`src/hw/rtl/mme_pkg.sv`:
```
`timescale 1ns / 1ps
// Shared types and constants of the matrix multiply engine.
// Item, result, command and register types; no dependencies.
package mme_pkg;

	localparam int MAX_DIM_DEF    = 8;
	localparam int DATA_WIDTH_DEF = 16;

	localparam int MODE_W    = 2;
	localparam int IDX_W     = 3;
	localparam int ELEM_W    = 16;
	localparam int RES_W     = 35;
	localparam int DIM_W     = 4;
	localparam int CFG_IDX_W = 2;

	localparam logic [MODE_W-1:0] MODE_LOAD_A = 2'd0;
	localparam logic [MODE_W-1:0] MODE_LOAD_B = 2'd1;
	localparam logic [MODE_W-1:0] MODE_START  = 2'd2;

	localparam logic [CFG_IDX_W-1:0] REG_ROWS_A    = 2'd0;
	localparam logic [CFG_IDX_W-1:0] REG_INNER_DIM = 2'd1;
	localparam logic [CFG_IDX_W-1:0] REG_COLS_B    = 2'd2;

	// command queue between front and back, result queue at the output
	localparam int CMD_DEPTH = 2;
	localparam int CMD_PW    = $clog2(CMD_DEPTH);
	localparam int CMD_CW    = $clog2(CMD_DEPTH + 1);
	localparam int OUT_DEPTH = 4;
	localparam int OUT_PW    = $clog2(OUT_DEPTH);
	localparam int OUT_CW    = $clog2(OUT_DEPTH + 1);

	typedef struct packed {
		logic [MODE_W-1:0]       mode;
		logic [IDX_W-1:0]        row_index;
		logic [IDX_W-1:0]        col_index;
		logic signed [ELEM_W-1:0] elem_value;
	} item_t;

	typedef struct packed {
		logic signed [RES_W-1:0] result_value;
		logic [IDX_W-1:0]        result_row;
		logic [IDX_W-1:0]        result_col;
		logic                    last;
	} res_t;

	typedef struct packed {
		logic [DIM_W-1:0] rows_a;
		logic [DIM_W-1:0] inner_dim;
		logic [DIM_W-1:0] cols_b;
	} dims_t;

	typedef enum logic [1:0] {
		OP_LOAD_A,
		OP_LOAD_B,
		OP_START
	} op_t;

	typedef struct packed {
		op_t               op;
		logic [IDX_W-1:0]  row;
		logic [IDX_W-1:0]  col;
		logic [ELEM_W-1:0] value;
	} cmd_t;

	typedef enum logic {
		BK_IDLE,
		BK_RUN
	} back_state_t;

endpackage

```
`src/hw/rtl/mme_ram.sv`:
```
`timescale 1ns / 1ps
// Generic single-write, single-read RAM with registered read data.
// No dependencies.
module mme_ram #(
	parameter int WIDTH = 16,
	parameter int DEPTH = 64
) (
	input  logic                     clk,
	input  logic                     we,
	input  logic [$clog2(DEPTH)-1:0] waddr,
	input  logic [WIDTH-1:0]         wdata,
	input  logic [$clog2(DEPTH)-1:0] raddr,
	output logic [WIDTH-1:0]         rdata
);

	logic [WIDTH-1:0] mem_q [DEPTH];

	always_ff @(posedge clk) begin
		if (we) begin
			mem_q[waddr] <= wdata;
		end
		rdata <= mem_q[raddr];
	end

endmodule

```
`src/hw/rtl/mme_front.sv`:
```
`timescale 1ns / 1ps
// Front end: accepts input items, drops unused modes and out-of-range loads,
// and queues commands for the back end. Depends on mme_pkg.
module mme_front
	import mme_pkg::*;
#(
	parameter int MAX_DIM = MAX_DIM_DEF
) (
	input  logic  clk,
	input  logic  arst_n,
	input  logic  push,
	output logic  full,
	input  item_t item,
	output cmd_t  cmd,
	output logic  cmd_valid,
	input  logic  cmd_pop
);

	cmd_t              q_q [CMD_DEPTH];
	logic [CMD_PW-1:0] wr_ptr_q;
	logic [CMD_PW-1:0] rd_ptr_q;
	logic [CMD_CW-1:0] cnt_q;

	logic in_range;
	logic keep;
	op_t  op;
	logic push_acc;
	logic enq;
	logic deq;

	assign in_range = ({1'b0, item.row_index} < (IDX_W + 1)'(MAX_DIM)) &&
		({1'b0, item.col_index} < (IDX_W + 1)'(MAX_DIM));

	always_comb begin
		keep = 1'b0;
		op   = OP_START;
		unique case (item.mode)
			MODE_LOAD_A: begin
				keep = in_range;
				op   = OP_LOAD_A;
			end
			MODE_LOAD_B: begin
				keep = in_range;
				op   = OP_LOAD_B;
			end
			MODE_START: begin
				keep = 1'b1;
				op   = OP_START;
			end
			default: keep = 1'b0;
		endcase
	end

	assign full      = (cnt_q == CMD_CW'(CMD_DEPTH));
	assign push_acc  = push && !full;
	assign enq       = push_acc && keep;
	assign cmd_valid = (cnt_q != '0);
	assign deq       = cmd_pop && cmd_valid;
	assign cmd       = q_q[rd_ptr_q];

	always_ff @(posedge clk) begin
		if (enq) begin
			q_q[wr_ptr_q] <= '{op: op, row: item.row_index, col: item.col_index,
				value: item.elem_value};
		end
	end

	always_ff @(posedge clk or negedge arst_n) begin
		if (!arst_n) begin
			wr_ptr_q <= '0;
			rd_ptr_q <= '0;
			cnt_q    <= '0;
		end else begin
			if (enq) begin
				wr_ptr_q <= wr_ptr_q + CMD_PW'(1);
			end
			if (deq) begin
				rd_ptr_q <= rd_ptr_q + CMD_PW'(1);
			end
			if (enq && !deq) begin
				cnt_q <= cnt_q + CMD_CW'(1);
			end else if (!enq && deq) begin
				cnt_q <= cnt_q - CMD_CW'(1);
			end
		end
	end

	a_cnt_bound: assert property (@(posedge clk) disable iff (!arst_n)
		cnt_q <= CMD_CW'(CMD_DEPTH))
		else $error("command queue count above depth");

	a_pop_nonempty: assert property (@(posedge clk) disable iff (!arst_n)
		cmd_pop |-> cnt_q != '0)
		else $error("command popped from empty queue");

	a_enq_grows: assert property (@(posedge clk) disable iff (!arst_n)
		enq && !deq |=> cnt_q == $past(cnt_q) + CMD_CW'(1))
		else $error("queued command lost");

endmodule

```
`src/hw/rtl/mme_back.sv`:
```
`timescale 1ns / 1ps
// Back end: writes loads into the A and B RAMs, sequences the product over
// rows, columns and the inner dimension through a MAC pipeline, and queues
// results. Depends on mme_pkg and mme_ram.
module mme_back
	import mme_pkg::*;
#(
	parameter int MAX_DIM    = MAX_DIM_DEF,
	parameter int DATA_WIDTH = DATA_WIDTH_DEF
) (
	input  logic  clk,
	input  logic  arst_n,
	input  cmd_t  cmd,
	input  logic  cmd_valid,
	output logic  cmd_pop,
	input  dims_t dims,
	output res_t  result,
	output logic  empty,
	input  logic  pop
);

	localparam int AW = $clog2(MAX_DIM * MAX_DIM);
	localparam int IW = $clog2(MAX_DIM);
	localparam int CW = $clog2(MAX_DIM + 1);
	localparam int DW = DATA_WIDTH;

	back_state_t state_q, state_d;
	logic [IW-1:0] r_q, r_d, c_q, c_d, k_q, k_d;
	logic [CW-1:0] nr_q, nr_d, nk_q, nk_d, nc_q, nc_d;
	logic [CW-1:0] nr_cl, nk_cl, nc_cl;

	logic          issue;
	logic          last_k, last_c, last_r;
	logic          credit_ok;
	logic          we_a, we_b;
	logic [AW-1:0] waddr, raddr_a, raddr_b;
	logic [DW-1:0] wdata, rdata_a, rdata_b;

	logic          v_s1, first_s1, lastk_s1, zero_s1, lastel_s1;
	logic [IW-1:0] row_s1, col_s1;
	logic          v_s2, first_s2, lastk_s2, lastel_s2;
	logic [IW-1:0] row_s2, col_s2;
	logic signed [RES_W-1:0] prod_s2;
	logic signed [RES_W-1:0] acc_q;
	logic signed [RES_W-1:0] sum;

	logic signed [DW-1:0]   a_s, b_s;
	logic signed [2*DW-1:0] prod_full;

	res_t              fifo_q [OUT_DEPTH];
	logic [OUT_PW-1:0] wr_ptr_q, rd_ptr_q;
	logic [OUT_CW-1:0] fifo_cnt_q, pend_q;
	logic              res_push, res_pop;

	assign nr_cl = (dims.rows_a > DIM_W'(MAX_DIM)) ? CW'(MAX_DIM) : CW'(dims.rows_a);
	assign nk_cl = (dims.inner_dim > DIM_W'(MAX_DIM)) ? CW'(MAX_DIM) :
		CW'(dims.inner_dim);
	assign nc_cl = (dims.cols_b > DIM_W'(MAX_DIM)) ? CW'(MAX_DIM) : CW'(dims.cols_b);

	// zero inner dimension: one pass per element with the product forced to zero
	assign last_k = (nk_q == '0) || (CW'(k_q) + CW'(1) == nk_q);
	assign last_c = (CW'(c_q) + CW'(1) == nc_q);
	assign last_r = (CW'(r_q) + CW'(1) == nr_q);

	// reserve a result slot before the first beat of each element
	assign credit_ok = ((OUT_CW + 1)'(fifo_cnt_q) + (OUT_CW + 1)'(pend_q)) <
		(OUT_CW + 1)'(OUT_DEPTH);

	always_ff @(posedge clk or negedge arst_n) begin
		if (!arst_n) begin
			state_q <= BK_IDLE;
			r_q     <= '0;
			c_q     <= '0;
			k_q     <= '0;
			nr_q    <= '0;
			nk_q    <= '0;
			nc_q    <= '0;
		end else begin
			state_q <= state_d;
			r_q     <= r_d;
			c_q     <= c_d;
			k_q     <= k_d;
			nr_q    <= nr_d;
			nk_q    <= nk_d;
			nc_q    <= nc_d;
		end
	end

	always_comb begin
		state_d = state_q;
		r_d     = r_q;
		c_d     = c_q;
		k_d     = k_q;
		nr_d    = nr_q;
		nk_d    = nk_q;
		nc_d    = nc_q;
		cmd_pop = 1'b0;
		we_a    = 1'b0;
		we_b    = 1'b0;
		issue   = 1'b0;
		unique case (state_q)
			BK_IDLE: begin
				if (cmd_valid) begin
					cmd_pop = 1'b1;
					unique case (cmd.op)
						OP_LOAD_A: we_a = 1'b1;
						OP_LOAD_B: we_b = 1'b1;
						OP_START: begin
							nr_d = nr_cl;
							nk_d = nk_cl;
							nc_d = nc_cl;
							r_d  = '0;
							c_d  = '0;
							k_d  = '0;
							if (nr_cl != '0 && nc_cl != '0) begin
								state_d = BK_RUN;
							end
						end
						default: cmd_pop = 1'b1;
					endcase
				end
			end
			BK_RUN: begin
				issue = (k_q != '0) || credit_ok;
				if (issue) begin
					if (last_k) begin
						k_d = '0;
						if (last_c) begin
							c_d = '0;
							if (last_r) begin
								state_d = BK_IDLE;
							end else begin
								r_d = r_q + IW'(1);
							end
						end else begin
							c_d = c_q + IW'(1);
						end
					end else begin
						k_d = k_q + IW'(1);
					end
				end
			end
			default: state_d = BK_IDLE;
		endcase
	end

	assign waddr   = AW'(cmd.row) * AW'(MAX_DIM) + AW'(cmd.col);
	assign wdata   = DW'(cmd.value);
	assign raddr_a = AW'(r_q) * AW'(MAX_DIM) + AW'(k_q);
	assign raddr_b = AW'(k_q) * AW'(MAX_DIM) + AW'(c_q);

	mme_ram #(
		.WIDTH(DW),
		.DEPTH(MAX_DIM * MAX_DIM)
	) u_ram_a (
		.clk  (clk),
		.we   (we_a),
		.waddr(waddr),
		.wdata(wdata),
		.raddr(raddr_a),
		.rdata(rdata_a)
	);

	mme_ram #(
		.WIDTH(DW),
		.DEPTH(MAX_DIM * MAX_DIM)
	) u_ram_b (
		.clk  (clk),
		.we   (we_b),
		.waddr(waddr),
		.wdata(wdata),
		.raddr(raddr_b),
		.rdata(rdata_b)
	);

	// stage 1: RAM read in flight
	always_ff @(posedge clk or negedge arst_n) begin
		if (!arst_n) begin
			v_s1 <= 1'b0;
			v_s2 <= 1'b0;
		end else begin
			v_s1 <= issue;
			v_s2 <= v_s1;
		end
	end

	always_ff @(posedge clk) begin
		first_s1  <= (k_q == '0);
		lastk_s1  <= last_k;
		zero_s1   <= (nk_q == '0);
		lastel_s1 <= last_r && last_c;
		row_s1    <= r_q;
		col_s1    <= c_q;
	end

	// stage 2: product
	assign a_s       = $signed(rdata_a);
	assign b_s       = $signed(rdata_b);
	assign prod_full = a_s * b_s;

	always_ff @(posedge clk) begin
		first_s2  <= first_s1;
		lastk_s2  <= lastk_s1;
		lastel_s2 <= lastel_s1;
		row_s2    <= row_s1;
		col_s2    <= col_s1;
		prod_s2   <= zero_s1 ? '0 : RES_W'(prod_full);
	end

	// stage 3: accumulate, push on the last inner beat
	assign sum      = (first_s2 ? '0 : acc_q) + prod_s2;
	assign res_push = v_s2 && lastk_s2;

	always_ff @(posedge clk) begin
		if (v_s2) begin
			acc_q <= sum;
		end
		if (res_push) begin
			fifo_q[wr_ptr_q] <= '{result_value: sum, result_row: IDX_W'(row_s2),
				result_col: IDX_W'(col_s2), last: lastel_s2};
		end
	end

	assign empty   = (fifo_cnt_q == '0);
	assign res_pop = pop && !empty;
	assign result  = fifo_q[rd_ptr_q];

	always_ff @(posedge clk or negedge arst_n) begin
		if (!arst_n) begin
			wr_ptr_q   <= '0;
			rd_ptr_q   <= '0;
			fifo_cnt_q <= '0;
			pend_q     <= '0;
		end else begin
			if (res_push) begin
				wr_ptr_q <= wr_ptr_q + OUT_PW'(1);
			end
			if (res_pop) begin
				rd_ptr_q <= rd_ptr_q + OUT_PW'(1);
			end
			if (res_push && !res_pop) begin
				fifo_cnt_q <= fifo_cnt_q + OUT_CW'(1);
			end else if (!res_push && res_pop) begin
				fifo_cnt_q <= fifo_cnt_q - OUT_CW'(1);
			end
			if ((issue && k_q == '0) && !res_push) begin
				pend_q <= pend_q + OUT_CW'(1);
			end else if (!(issue && k_q == '0) && res_push) begin
				pend_q <= pend_q - OUT_CW'(1);
			end
		end
	end

	a_credit_bound: assert property (@(posedge clk) disable iff (!arst_n)
		((OUT_CW + 1)'(fifo_cnt_q) + (OUT_CW + 1)'(pend_q)) <=
		(OUT_CW + 1)'(OUT_DEPTH))
		else $error("result slots over-reserved");

	a_push_room: assert property (@(posedge clk) disable iff (!arst_n)
		res_push |-> fifo_cnt_q < OUT_CW'(OUT_DEPTH) && pend_q != '0)
		else $error("result pushed without a reserved slot");

	a_pop_idle: assert property (@(posedge clk) disable iff (!arst_n)
		cmd_pop |-> state_q == BK_IDLE && !issue)
		else $error("command taken while a product runs");

endmodule

```
`src/hw/rtl/matrix_multiply_engine_core.sv`:
```
`timescale 1ns / 1ps
// Top level of the matrix multiply engine: configuration registers, front end
// and back end. Depends on mme_pkg, mme_front and mme_back.
//
// Usage:
//   Input queue: drive item and push; a beat is taken when push is high and
//   full is low. Mode 0 loads an A element, mode 1 a B element (either is
//   ignored if row or column is not below MAX_DIM), mode 2 starts C = A x B,
//   mode 3 is dropped. Loads are taken at one per cycle while full is low.
//   Result queue: while empty is low, result holds the oldest element of C;
//   pop takes it. Elements come in row-major order, last marks the final one.
//   Configuration: cfg_index selects rows_a, inner_dim or cols_b, written
//   with cfg_data on cfg_valid (cfg_ready is always high); write only while
//   no product is pending. Values above MAX_DIM act as MAX_DIM.
//   Timing: a start leaves the command queue while the back end is idle, then
//   runs rows x cols x max(1, inner) beats, one multiply-accumulate beat per
//   cycle on the shared MAC pipeline while a result slot can be reserved. Each
//   result passes the RAM read, product and accumulate stages before it is queued.
//   Reset clears the dimensions to 1 and empties both queues; A and B hold
//   garbage until written. When the receiver stalls, the four-entry result
//   queue fills and the sequencer waits at the next element boundary; the
//   two-entry command queue then fills and full rises.
module matrix_multiply_engine_core
	import mme_pkg::*;
#(
	parameter int MAX_DIM    = MAX_DIM_DEF,
	parameter int DATA_WIDTH = DATA_WIDTH_DEF
) (
	input  logic                 clk,
	input  logic                 arst_n,
	input  logic                 push,
	output logic                 full,
	input  item_t                item,
	output logic                 empty,
	input  logic                 pop,
	output res_t                 result,
	input  logic                 cfg_valid,
	output logic                 cfg_ready,
	input  logic [CFG_IDX_W-1:0] cfg_index,
	input  logic [DIM_W-1:0]     cfg_data
);

	dims_t dims_q;
	cmd_t  cmd;
	logic  cmd_valid;
	logic  cmd_pop;

	assign cfg_ready = 1'b1;

	always_ff @(posedge clk or negedge arst_n) begin
		if (!arst_n) begin
			dims_q <= '{rows_a: DIM_W'(1), inner_dim: DIM_W'(1), cols_b: DIM_W'(1)};
		end else if (cfg_valid && cfg_ready) begin
			unique case (cfg_index)
				REG_ROWS_A:    dims_q.rows_a    <= cfg_data;
				REG_INNER_DIM: dims_q.inner_dim <= cfg_data;
				REG_COLS_B:    dims_q.cols_b    <= cfg_data;
				default:       dims_q           <= dims_q;
			endcase
		end
	end

	mme_front #(
		.MAX_DIM(MAX_DIM)
	) u_front (
		.clk      (clk),
		.arst_n   (arst_n),
		.push     (push),
		.full     (full),
		.item     (item),
		.cmd      (cmd),
		.cmd_valid(cmd_valid),
		.cmd_pop  (cmd_pop)
	);

	mme_back #(
		.MAX_DIM   (MAX_DIM),
		.DATA_WIDTH(DATA_WIDTH)
	) u_back (
		.clk      (clk),
		.arst_n   (arst_n),
		.cmd      (cmd),
		.cmd_valid(cmd_valid),
		.cmd_pop  (cmd_pop),
		.dims     (dims_q),
		.result   (result),
		.empty    (empty),
		.pop      (pop)
	);

endmodule

```
`config.mk`:
```
export PLATFORM = sky130hd
export DESIGN_NAME = matrix_multiply_engine_core
export DESIGN_NICKNAME = d
export VERILOG_FILES = /design/src/hw/rtl/mme_pkg.sv /design/src/hw/rtl/mme_ram.sv /design/src/hw/rtl/mme_front.sv /design/src/hw/rtl/mme_back.sv /design/src/hw/rtl/matrix_multiply_engine_core.sv
export SDC_FILE = /design/constraint.sdc
export NUM_CORES = 2
export LEC_CHECK = 0
export BUFFER_PORTS_ARGS = -buffer_cell sky130_fd_sc_hd__buf_2
export CAP_MARGIN = 15
export CORE_AREA = 2 2 485 487
export CTS_CLUSTER_DIAMETER = 120
export DETAILED_ROUTE_END_ITERATION = 10
export DIE_AREA = 0 0 487 489
export GPL_TIMING_DRIVEN = 0
export PLACE_DENSITY = 0.72
export SKIP_CTS_REPAIR_TIMING = 1
export SLEW_MARGIN = 10
export SYNTH_ARGS = -nofsm -noshare
export SYNTH_HDL_FRONTEND = slang
export SYNTH_HIERARCHICAL = 1
export SYNTH_SLANG_ARGS = --single-unit
```
`constraint.sdc`:
```
create_clock -name clk -period 7.07 [get_ports clk]
set_input_delay 1.414 -clock clk [delete_from_list [all_inputs] [get_ports clk]]
set_output_delay 1.414 -clock clk [all_outputs]
set_load 0.02 [all_outputs]
```
==> results.txt <==
Final WL -> 258500 um
Slew Viols, Final -> 0
Post-Syn Area -> 104500 sq um
Hold Crit Depth -> 0
Initial antenna violation count -> 20
Final worst-path cycle share -> 0.9634
Num CTS Buffers -> 229
GRT overflow -> 0
GPL Wtd Cong -> 0.9311
Clk slew on worst S/H paths -> 0.06 ns
Hold path endpoint -> u_back/row_s2[1]
CTS H-tree lvls -> 4
Number of flops mapped to enable cells by yosys -> 2299
Post-synthesis simple-gate area fraction -> 0.04478
Xor-xnor portion of the synthesized cell area -> 0.007375
Sequential area share after synthesis -> 0.6885
Worst-margin pin slew -> 1.154 ns
Register bit total from synthesis -> 2432
Primary FF master, synth -> edfxtp_1
Layout Skew -> 0.05148 ns
Mapped Nets -> 6090
Global Route Usage Sum -> 0.2156
Startpoint types -> register
Synth top area share -> 0.6606
Status -> completed
Clock buffer depth -> 3
Avg Vias per Cell -> 5.855
YS warnings -> 6
Async set-reset flop share out of synthesis -> 0.02056
Achievable Freq -> 146.8 MHz
Cells after Synth -> 5661
Count leader, synth -> edfxtp_1
Largest net degree at the start of global routing -> 129
Crit Path Class -> reg -> reg
DRC -> 0
Worst EP required -> 7.81 ns
Post-synthesis mux area share -> 0.1334
Total clock sinks -> 2432
Synth area leader -> edfxtp_1
M2 GR Usage -> 0.3448
Reg2reg setup slack -> 0.26 ns
Crit. End Element -> register
Worst slew margin -> 0.2308
Layout cell share with drive strength beyond 1 -> 0.2385
DR iter-0 viols -> 6680
FF-to-FF path depth -> 21
Hold_sp -> u_back/row_s1[1]
First-pass GRT wire length -> 375400 um
CTS tree -> yes
Die Height -> 489 um
Net count reported at finish -> 6543
WL/cell -> 27.58 um
Total iterations of the first detailed-routing run -> 8
Final Util -> 0.5095
Main combinational cell family by area after synthesis -> multiplexers
Library cells used by synthesis -> 94
Critical R2R Launch -> u_back/u_ram_a/rdata[14]
Number of setup violations in the final report -> 0
Gr busiest metal -> met2
Area growth from synthesis to layout -> 13.90%
Top Ports -> 80
Final worst setup slack -> 0.2586 ns
Die area -> 238100 sq um
Dpl ws -> -0.05200 ns
Num rows -> 178
Vias post-DR -> 54887
Worst Hold Class -> reg -> reg
Worst-path maximum fanout -> 10
Initial Util -> 0.4473
Crit path DAT -> 7.55 ns
Final std cells w/o fill -> 9374
Root Buffer -> clkbuf_16
Post-synthesis compound-gate area fraction -> 0.03132
DIE WIDTH -> 487 um
Number of global-route vias before repair -> 55335
Most instantiated cells after synthesis -> edfxtp_1, mux4_2, inv_1
Synth top area cells -> edfxtp_1, mux4_2, fa_1, mux2i_1, dfxtp_1
Worst R2R End -> u_back/prod_s2[30]
RSZ-0062 raised after global routing -> no
Final Hold Vio Count -> 0
Post-DP HPWL -> 176100 um
Core Region -> 233600 sq um
Grt met3 use -> 0.04962
Antenna-violating nets left -> 0
Synth Area in Adders -> 0.06621
Minimum clock period -> 6.811 ns
Input/output buffers -> 78
Clock latency on the worst-skew pair -> 0.88 ns
Avg Cell Area, Syn -> 18.46 sq um
Placed cell count -> 8943
Max Cap Violations -> 0
M1 GR Usage -> 0.2858
==> cell type report <==
| cell class | instances | area, sq um |
|---|---|---|
| antenna | 5 | 12.51 |
| buffer | 267 | 1764 |
| clock buffer | 291 | 6090 |
| clock inverter | 135 | 1305 |
| fill | 18043 | 114600 |
| inverter | 328 | 1231 |
| multi-input combinational | 2634 | 30140 |
| sequential | 2432 | 71960 |
| tap | 3060 | 3829 |
| timing repair buffer | 222 | 2703 |
==> per-stage QoR <==
| step | cell area, sq um | hold WS, ns | TNS (ns) |
|---|---|---|---|
| after global placement | 108700 | 0.3113 | 0 |
| after global routing | 119000 | 0.3360 | 0 |
| after CTS | 119000 | 0.3251 | -0.05400 |
| after floorplan | 104500 | 0.3096 | 0 |
| after detailed placement | 111600 | 0.3121 | -0.05200 |
| final | 119000 | 0.3250 | 0 |
==> registers in the layout, summed over array words and instances, names as in the netlist, 16 cells and up <==
signal and count:
u_back/u_ram_a/mem_q 1024, u_back/u_ram_b/mem_q 1024, u_back/fifo_q 168, u_front/q_q 48, u_back/acc_q 35, u_back/prod_s2 32, u_back/u_ram_a/rdata 16, u_back/u_ram_b/rdata 16
==> cells by family (layout without fill, tap and decap cells) <==
| family | after synthesis | count (layout) |
|---|---|---|
| AOI/OAI and AO/OA | 452 | 452 |
| xor gates and xnor gates | 88 | 88 |
| adders and majority gates | 394 | 394 |
| buffers and inverters | 595 | 1243 |
| DFF | 2432 | 2432 |
| muxes | 758 | 758 |
| other | 1 | 6 |
| and+or+nand+nor | 941 | 941 |
==> critical path, cell delays in order (launching register included) <==
cell,delay (ns)
dfxtp_1,0.64
clkbuf_2,0.34
nand2_1,0.13
fa_1,0.53
fa_1,0.53
fa_1,0.52
inv_1,0.06
fa_1,0.53
fa_1,0.50
inv_1,0.05
fa_1,0.47
inv_1,0.04
ha_1,0.35
a21o_1,0.18
a21o_1,0.17
a21o_1,0.21
a211oi_2,0.20
o31ai_1,0.15
a21oi_2,0.29
o211ai_1,0.17
a221oi_2,0.27
mux2_1,0.34
==> per-layer routing <==
metal | vias to the layer above | wire length, um
li1 | 22864 | -
met1 | 28549 | 98870
met2 | 2895 | 123300
met3 | 561 | 25130
met4 | 18 | 10880
met5 | - | 283
==> cell usage in the layout (no fill, tap or decap), types with 33 or more instances in the layout <==
cell,netlist,final
xnor2_1,58,58
buf_8,6,114
inv_1,328,328
mux4_2,482,482
a21oi_1,79,79
buf_2,73,153
mux2_2,77,73
clkinv_2,0,42
nor2_2,5,129
edfxtp_1,2299,2299
nor2b_1,109,109
mux2i_1,170,170
nand2_1,289,289
fa_1,265,264
a21o_1,33,33
a221oi_1,34,34
buf_6,35,49
and2_1,125,125
dfxtp_1,83,78
clkinv_1,0,39
clkbuf_16,0,234
o21ai_0,48,48
nand2b_1,33,33
clkbuf_1,99,129
ha_1,129,129
dfrtp_1,47,46
a22oi_1,78,78
nor2_1,215,89
nand3_1,59,59
==> worst max path at each step <==
stage | start | to | slack [ns]
floorplan | u_back/u_ram_b/rdata[15] | u_back/prod_s2[31] | 1.02
global placement | u_back/u_ram_a/rdata[8] | u_back/prod_s2[31] | 0.003
detailed placement | u_back/u_ram_a/rdata[8] | u_back/prod_s2[31] | -0.05
CTS | u_back/u_ram_a/rdata[8] | u_back/prod_s2[31] | -0.05
global route | u_back/u_ram_b/rdata[9] | u_back/prod_s2[31] | 0.007
finish | u_back/u_ram_a/rdata[14] | u_back/prod_s2[30] | 0.26
Power is not shown: default switching activity piles up to over one toggle a cycle in this logic, so the estimate is an artifact.
